`src/b64d_pkg.sv`:
```
// Package for the base64 stream decoder: character classes, the token and
// result structs, queue sizing and the byte count limit. No dependencies.

package b64d_pkg;

	// Byte count limit, held at the lesser of MAX_COUNT and the 16-bit range.
	localparam longint unsigned MAX_COUNT = 64'd65535;
	localparam logic [15:0] COUNT_CAP =
		(MAX_COUNT < 64'd65535) ? 16'(MAX_COUNT) : 16'hffff;

	// Token queue between the classifier and the decode back end.
	localparam int unsigned QDEPTH = 4;
	localparam int unsigned QPTR_W = $clog2(QDEPTH);
	localparam int unsigned QCNT_W = $clog2(QDEPTH + 1);

	typedef enum logic [1:0] {
		K_SYM = 2'd0,
		K_WS  = 2'd1,
		K_PAD = 2'd2,
		K_BAD = 2'd3
	} kind_t;

	typedef struct packed {
		kind_t      kind;
		logic [5:0] value;
		logic       last;
	} tok_t;

	typedef struct packed {
		logic [15:0] byte_count;
		logic        bad_symbol;
		logic        done_res;
		logic        byte_valid;
		logic [7:0]  data_byte;
	} res_t;

	// Maps one ASCII code to its class and, for alphabet members, its 6-bit value.
	function automatic tok_t classify(input logic [7:0] c, input logic last);
		tok_t       t;
		logic [7:0] d;
		t.kind  = K_BAD;
		t.value = '0;
		t.last  = last;
		d       = '0;
		case (c) inside
			["A":"Z"]: begin
				d       = c - 8'h41;
				t.kind  = K_SYM;
				t.value = d[5:0];
			end
			["a":"z"]: begin
				d       = c - 8'h47;
				t.kind  = K_SYM;
				t.value = d[5:0];
			end
			["0":"9"]: begin
				d       = c + 8'h04;
				t.kind  = K_SYM;
				t.value = d[5:0];
			end
			8'h2b: begin
				t.kind  = K_SYM;
				t.value = 6'h3e;
			end
			8'h2f: begin
				t.kind  = K_SYM;
				t.value = 6'h3f;
			end
			8'h3d:                      t.kind = K_PAD;
			8'h20, 8'h09, 8'h0d, 8'h0a: t.kind = K_WS;
			default:                    t.kind = K_BAD;
		endcase
		return t;
	endfunction

endpackage

```
`src/b64d_front.sv`:
```
// Front end: takes character beats and classifies each into a token.
// Depends on b64d_pkg.

module b64d_front import b64d_pkg::*; (
	input  logic       s_tvalid,
	output logic       s_tready,
	input  logic [7:0] s_tdata,
	input  logic       s_tlast,
	input  logic       q_full,
	output logic       q_push,
	output tok_t       q_tok
);

	assign s_tready = !q_full;
	assign q_push   = s_tvalid && !q_full;
	assign q_tok    = classify(s_tdata, s_tlast);

endmodule

```
`src/b64d_queue.sv`:
```
// Short token queue that decouples the classifier from the decode back end.
// Depends on b64d_pkg.

module b64d_queue import b64d_pkg::*; (
	input  logic clk,
	input  logic arst_n,
	input  logic push,
	input  tok_t push_tok,
	output logic full,
	input  logic pop,
	output logic empty,
	output tok_t head_tok
);

	tok_t              mem_q [QDEPTH];
	logic [QPTR_W-1:0] wr_q;
	logic [QPTR_W-1:0] rd_q;
	logic [QCNT_W-1:0] cnt_q;

	assign full     = (cnt_q == QCNT_W'(QDEPTH));
	assign empty    = (cnt_q == '0);
	assign head_tok = mem_q[rd_q];

	always_ff @(posedge clk) begin
		if (push) begin
			mem_q[wr_q] <= push_tok;
		end
	end

	always_ff @(posedge clk or negedge arst_n) begin
		if (!arst_n) begin
			wr_q  <= '0;
			rd_q  <= '0;
			cnt_q <= '0;
		end else begin
			if (push) begin
				wr_q <= wr_q + 1'b1;
			end
			if (pop) begin
				rd_q <= rd_q + 1'b1;
			end
			if (push && !pop) begin
				cnt_q <= cnt_q + 1'b1;
			end else if (pop && !push) begin
				cnt_q <= cnt_q - 1'b1;
			end
		end
	end

`ifndef ASSERT_OFF
	a_cnt_bound: assert property (@(posedge clk) disable iff (!arst_n)
		cnt_q <= QCNT_W'(QDEPTH))
		else $error("token queue count exceeds depth");
	a_ptr_gap: assert property (@(posedge clk) disable iff (!arst_n)
		(cnt_q != QCNT_W'(QDEPTH)) |-> (QPTR_W'(wr_q - rd_q) == QPTR_W'(cnt_q)))
		else $error("token queue pointers disagree with count");
`endif

endmodule

```
`src/b64d_back.sv`:
```
// Back end: runs the decode state on each token and holds the result beat.
// Depends on b64d_pkg.

module b64d_back import b64d_pkg::*; (
	input  logic clk,
	input  logic arst_n,
	input  logic q_empty,
	input  tok_t tok,
	output logic q_pop,
	output logic out_valid,
	input  logic out_ready,
	output res_t out_res
);

	logic [1:0]  phase_q, phase_n;
	logic [7:0]  partial_q, partial_n;
	logic        stopped_q, stopped_n;
	logic        error_q, error_n;
	logic [15:0] count_q, count_n;
	logic        have_byte;
	logic [7:0]  new_byte;
	logic        out_valid_q;
	res_t        out_q;
	logic        out_free;

	assign out_free  = !out_valid_q || out_ready;
	assign q_pop     = !q_empty && out_free;
	assign out_valid = out_valid_q;
	assign out_res   = out_q;

	always_comb begin
		phase_n   = phase_q;
		partial_n = partial_q;
		stopped_n = stopped_q;
		error_n   = error_q;
		have_byte = 1'b0;
		new_byte  = '0;
		if (!stopped_q && !error_q) begin
			case (tok.kind)
				K_PAD: stopped_n = 1'b1;
				K_BAD: error_n   = 1'b1;
				K_SYM: begin
					case (phase_q)
						2'd0: partial_n = {tok.value, 2'b00};
						2'd1: begin
							new_byte  = partial_q | {6'b0, tok.value[5:4]};
							partial_n = {tok.value[3:0], 4'b0};
							have_byte = 1'b1;
						end
						2'd2: begin
							new_byte  = partial_q | {4'b0, tok.value[5:2]};
							partial_n = {tok.value[1:0], 6'b0};
							have_byte = 1'b1;
						end
						default: begin
							new_byte  = partial_q | {2'b0, tok.value};
							partial_n = '0;
							have_byte = 1'b1;
						end
					endcase
					phase_n = phase_q + 2'd1;
				end
				default: ;
			endcase
		end
		count_n = (have_byte && (count_q < COUNT_CAP)) ? count_q + 16'd1 : count_q;
	end

	always_ff @(posedge clk or negedge arst_n) begin
		if (!arst_n) begin
			phase_q     <= '0;
			partial_q   <= '0;
			stopped_q   <= 1'b0;
			error_q     <= 1'b0;
			count_q     <= '0;
			out_valid_q <= 1'b0;
		end else begin
			if (q_pop) begin
				if (tok.last) begin
					phase_q   <= '0;
					partial_q <= '0;
					stopped_q <= 1'b0;
					error_q   <= 1'b0;
					count_q   <= '0;
				end else begin
					phase_q   <= phase_n;
					partial_q <= partial_n;
					stopped_q <= stopped_n;
					error_q   <= error_n;
					count_q   <= count_n;
				end
			end
			if (out_free) begin
				out_valid_q <= q_pop && (have_byte || tok.last);
			end
		end
	end

	always_ff @(posedge clk) begin
		if (out_free && q_pop) begin
			out_q.data_byte  <= new_byte;
			out_q.byte_valid <= have_byte;
			out_q.done_res   <= tok.last;
			out_q.bad_symbol <= tok.last && error_n;
			out_q.byte_count <= tok.last ? count_n : 16'd0;
		end
	end

`ifndef ASSERT_OFF
	a_status_only_done: assert property (@(posedge clk) disable iff (!arst_n)
		(out_valid_q && !out_q.done_res) |->
		(!out_q.bad_symbol && (out_q.byte_count == 16'd0)))
		else $error("status fields set on a beat that is not the message end");
	a_result_has_cause: assert property (@(posedge clk) disable iff (!arst_n)
		out_valid_q |-> (out_q.byte_valid || out_q.done_res))
		else $error("result beat carries neither a byte nor a done report");
	a_clear_after_end: assert property (@(posedge clk) disable iff (!arst_n)
		(q_pop && tok.last) |=>
		((phase_q == 2'd0) && !stopped_q && !error_q && (count_q == 16'd0)))
		else $error("decode state not cleared after message end");
`endif

endmodule

```
`src/base64_stream_decoder_top.sv`:
```
// Base64 stream decoder top level. A character beat that is accepted passes
// through the token queue and then the result register before its result beat.
// Throughput: one character beat per cycle, sustained while the output is taken.
// Output stalls are absorbed by a four-entry token queue and the result register.
// Reset (arst_n low) clears the queue, the decode state and the result valid flag
// at once; no clearing pass is needed. Depends on b64d_pkg and the sub-modules.

module base64_stream_decoder_top import b64d_pkg::*; (
	input  logic        clk,
	input  logic        arst_n,
	// Input channel: one ASCII character per beat.
	input  logic        s_tvalid,
	output logic        s_tready,
	input  logic [7:0]  s_tdata,   // [7:0] symbol
	input  logic        s_tlast,   // end_of_message
	// Output channel: a decoded byte, a message-end report, or both.
	output logic        m_tvalid,
	input  logic        m_tready,
	output logic [23:0] m_tdata,   // [7:0] data_byte, [23:8] byte_count
	output logic [1:0]  m_tuser,   // [0] byte_valid, [1] bad_symbol
	output logic        m_tlast    // done_res
);

	// The front end classifies each character beat (alphabet symbol, whitespace,
	// padding or invalid) and writes a token to the queue. The back end pops a
	// token whenever its result register is free or being drained this cycle.
	logic q_full;
	logic q_push;
	tok_t q_tok;
	logic q_pop;
	logic q_empty;
	tok_t head_tok;
	res_t res;

	b64d_front u_front (
		.s_tvalid (s_tvalid),
		.s_tready (s_tready),
		.s_tdata  (s_tdata),
		.s_tlast  (s_tlast),
		.q_full   (q_full),
		.q_push   (q_push),
		.q_tok    (q_tok)
	);

	b64d_queue u_queue (
		.clk      (clk),
		.arst_n   (arst_n),
		.push     (q_push),
		.push_tok (q_tok),
		.full     (q_full),
		.pop      (q_pop),
		.empty    (q_empty),
		.head_tok (head_tok)
	);

	// The back end keeps the group phase, the partial byte, the padding and
	// error flags and the saturating byte count, and clears them after the
	// last character of a message.
	b64d_back u_back (
		.clk       (clk),
		.arst_n    (arst_n),
		.q_empty   (q_empty),
		.tok       (head_tok),
		.q_pop     (q_pop),
		.out_valid (m_tvalid),
		.out_ready (m_tready),
		.out_res   (res)
	);

	assign m_tdata = {res.byte_count, res.data_byte};
	assign m_tuser = {res.bad_symbol, res.byte_valid};
	assign m_tlast = res.done_res;

endmodule
```
`config.mk`:
```
export PLATFORM = sky130hd
export DESIGN_NAME = base64_stream_decoder_top
export DESIGN_NICKNAME = d
export VERILOG_FILES = /design/src/b64d_pkg.sv /design/src/b64d_front.sv /design/src/b64d_queue.sv /design/src/b64d_back.sv /design/src/base64_stream_decoder_top.sv
export SDC_FILE = /design/constraint.sdc
export NUM_CORES = 1
export LEC_CHECK = 0
export BUFFER_PORTS_ARGS = -buffer_cell sky130_fd_sc_hd__buf_2
export CAP_MARGIN = 10
export CORE_ASPECT_RATIO = 1.4
export CORE_UTILIZATION = 50
export DETAILED_ROUTE_END_ITERATION = 8
export PLACE_DENSITY = 0.65
export REMOVE_ABC_BUFFERS = 1
export SLEW_MARGIN = 0
export SYNTH_ARGS = -nofsm -noshare
export SYNTH_HDL_FRONTEND = slang
export SYNTH_HIERARCHICAL = 1
export SYNTH_SLANG_ARGS = --single-unit
```
`constraint.sdc`:
```
create_clock -name clk -period 5.87 [get_ports clk]
set_input_delay 0.2935 -clock clk [delete_from_list [all_inputs] [get_ports clk]]
set_output_delay 0.2935 -clock clk [all_outputs]
set_load 0.05 [all_outputs]
```
==> metrics.md <==
| Metric | Value |
|---|---|
| Cell Count, Final, Fillers Out | 645 |
| Async SR Flop Fraction | a little over a third |
| Total instance count after detailed placement | around 630 |
| Clock Tree Buf Depth | 2 |
| Cell types occupying the most area after synthesis | sky130_fd_sc_hd__edfxtp_1 35%, sky130_fd_sc_hd__dfrtp_1 16%, sky130_fd_sc_hd__ha_1 4.9%, sky130_fd_sc_hd__mux4_2 3.4%, sky130_fd_sc_hd__a21oi_1 2.4% |
| Synthesized-area fraction occupied by adder cells | 5.27% |
| Quantity of I/O buffers inserted on ports | between 40 and 50 |
| Initial antenna violation count | 0 |
| Most common flop cell mapped by yosys | sky130_fd_sc_hd__edfxtp_1 |
| Reg-to-reg startpoint | u_queue/rd_q[0] |
| Number of instances resized during post-cts repair | 0 |
| Number of search-and-repair iterations in the first detailed-routing pass | 5 |
| Synthesized area per cell | 11.1 um2 |
| Design area | 5910 um2 |
| Clock Root Buffer | sky130_fd_sc_hd__clkbuf_16 |
| Leftover overflow at the end of global routing | 0 |
| Number of library cell types mapped by synthesis | 70 |
| Vias in the first global route | 4028 |
| Placed instance area | ~5600 um2 |
| Count of buffers added by post-CTS timing repair for setup | 0 |
| Row Count | 44 |
| Vias per std cell | ~6.3 |
| Worst hold slack | 0.0472 ns |
| Post-synthesis cell area | 5360 um2 |
| Count of unresolved DRC violations after routing | 0 |
| Achievable Freq | 269 MHz |
| Clock latency reported for the late side of the worst-skew pair | between 0.3 and 0.4 ns |
| Number of cells traversed by the worst register-to-register path | 5 |
| Reported leakage power | around 0.0023 uW |
| Leading cell types in the layout, fill and taps excluded | 63 x sky130_fd_sc_hd__edfxtp_1, 41 x sky130_fd_sc_hd__buf_2, 34 x sky130_fd_sc_hd__dfrtp_1 |
| Final worst clock skew | around 0.0086 ns |
| Global placement routability congestion | 0.856 |
| Ratio of cells with drive above 1 in the final layout | 16.0% |
| Flop-to-flop setup slack | 2.15 ns |
| Nature of the critical path startpoint | flip-flop |
| Destination of the worst register-to-register timing path | u_back/out_res[17] |
| Die area | 11100 um2 |
| Leading cell type in the layout, fill and taps excluded | sky130_fd_sc_hd__edfxtp_1 |
| Setup repair after global routing missed its margin | false |
| TritonCTS clock tree | built |
| Xor/xnor cell area share of the yosys netlist | less than 1% |
| Overall routing resource usage | 23.0% |
| Fin util | a little under three fifths |
| Synth Area in Compound Gates | approximately 17% |
| Hold-fix buffers, CTS | 0 |
| P per Cell Area | 490 nW/um2 |
| Sequential share of the synthesized area | 51.1% |
| Required time of the critical path | 5.92 ns |
| Net count, final | 537 |
| Sink count of the clock tree | 97 |
| Total Neg Setup Slack | 0 ns |
| Floorplan die height | 125 um |
| Number of failing hold endpoints at the final stage | 0 |
| Yosys Warn Count | 6 |
| Final number of max-transition violations | 0 |
| Final Routed Wirelength | around 12 mm |
| Ports placed on the boundary | 42 |
| Result of the run | finished clean |
| Top-area cell type share of the netlist area | about a third |
| Hpwl dp | approximately 8.4 mm |
| Crit end category | flip-flop |
| Initial detailed-routing violation count | between 200 and 250 |
| Cells after synthesis | 481 |
| TritonCTS Buffers | 9 |
| Number of enable-type register cells in the synthesized netlist | 63 |
| Number of H-tree levels | 3 |
| Share of cell area taken by muxes after synthesis | 4.25% |
| Area growth from synthesis to layout | 10.2% |
| Relative slew slack | 34.5% |
| Clock transition at the registers of the reported paths | 0.07 ns |
| Number of maximum-capacitance violations | 0 |
| Largest net degree at the start of global routing | 41 |
| Tightest Pin Transition | ~1 ns |
| Biggest area consumer among synthesized cells | sky130_fd_sc_hd__edfxtp_1 |
| Die span in x | around 90 um |
| Signal arrival time at the worst endpoint | 3.78 ns |
| Routed vias | 4040 |
| Final critical-path share of the clock period | 63.4% |
| Category of the critical setup timing path | flip-flop to flip-flop |
| Largest vdd supply drop | 0.000220 V |
| Combinational family with the most area after synthesis | compound AO/OA/AOI/OAI gates |
| Initial core utilization | between 50% and 60% |
| Total of endpoints with negative setup slack in the final report | 0 |
| Top fanout value on the critical path | 20 |
| Final critical delay including setup and external delays | 3.72 ns |
| Average wire length per cell after detail routing | 18.4 um |
| Register bit count reported by yosys | 97 |
| Core outline area | 10400 um2 |
| Global-route wire length before repair | 19.5 mm |
| Antenna diodes | 0 |
| Remaining number of nets flagged by the antenna check after routing | 0 |
| Path type of the worst min-delay path | input port to asynchronous set/reset pin |
| Simple-gate share of the synthesized area | 16.4% |
[flip-flops by register name (all words and copies together), names as in the netlist, 2 cells and up]
register / count
u_queue/mem_q: 36
u_back/out_res: 27
u_back/count_q: 16
u_back/partial_q: 6
u_queue/cnt_q: 3
u_back/phase_q: 2
u_queue/rd_q: 2
u_queue/wr_q: 2
[where the power goes]
part / total [uW] / internal (uW) / switching [uW] / leakage (uW)
Clock: 569 / 330 / 239 / 0.000141
Combinational: 1170 / 347 / 828 / 0.00108
Sequential: 1150 / 979 / 170 / 0.00107
Total: 2890 / 1660 / 1240 / 0.00228
[cell families after synthesis]
logic type                 after synthesis
adders and majority gates               22
AOI/OAI and AO/OA                      129
xor gates and xnor gates                 6
buffers and inverters                   57
muxes                                   11
DFF                                     97
and+or+nand+nor                        159
[how the worst max path moves through the flow]
stage | slack [ns] | start | endpoint | cells after the start
CTS | 2.07 | u_queue/rd_q[0] | u_back/out_res[17] | 5
floorplan | 2.50 | u_queue/rd_q[0] | u_back/count_q[15] | 5
global placement | 2.18 | u_queue/rd_q[0] | u_back/count_q[15] | 5
finish | 2.15 | u_queue/rd_q[0] | u_back/out_res[17] | 5
global route | 1.67 | u_queue/rd_q[0] | u_back/out_res[17] | 5
detailed placement | 2.08 | u_queue/rd_q[0] | u_back/out_res[17] | 5
[critical path, cell delays in order (launching register included)]
cell	delay, ns
sky130_fd_sc_hd__dfrtp_1	0.71
sky130_fd_sc_hd__mux4_2	0.64
sky130_fd_sc_hd__nor4_1	0.73
sky130_fd_sc_hd__nand3_1	0.68
sky130_fd_sc_hd__o311ai_0	0.53
sky130_fd_sc_hd__o41ai_1	0.14
[routing by layer]
metal	vias to the layer above	global-route usage (%)	share of wire (%)
li1	1916	-	-
met1	1970	24.8	37
met2	118	40.4	55
met3	36	3.45	3.4
met4	0	14.7	4.7
met5	-	0	0
[stage by stage]
| stage | worst slack, ns | total power [uW] |
|---|---|---|
| 6_report | 2.15 | 2890 |
| 5_1_grt | 1.67 | 3070 |
| 4_1_cts | 2.07 | 2910 |
| 3_5_place_dp | 2.08 | 2340 |
| 3_3_place_gp | 2.18 | 2310 |
| 2_1_floorplan | 2.50 | 2010 |
[cell type report]
cell class | count | area [um2]
clock buffers | 11 | 233
clock inverters | 5 | 56.3
fillers | 893 | 4500
inverters | 21 | 78.8
multi-input cells | 327 | 2380
flip-flops and latches | 97 | 2740
well taps | 138 | 173
repair buffers | 46 | 243
[synthesized netlist by cell type, drive strengths merged (10+ instances only)]
library cell,n
nor2,19
ha,21
edfxtp,63
inv,21
clkbuf,27
or3,11
dfrtp,34
o31ai,10
a21oi,28
or4,12
nor3,14
o21ai,23
nand2,32
nand3,21
No activity file was read; power rests on OpenSTA's default activity.
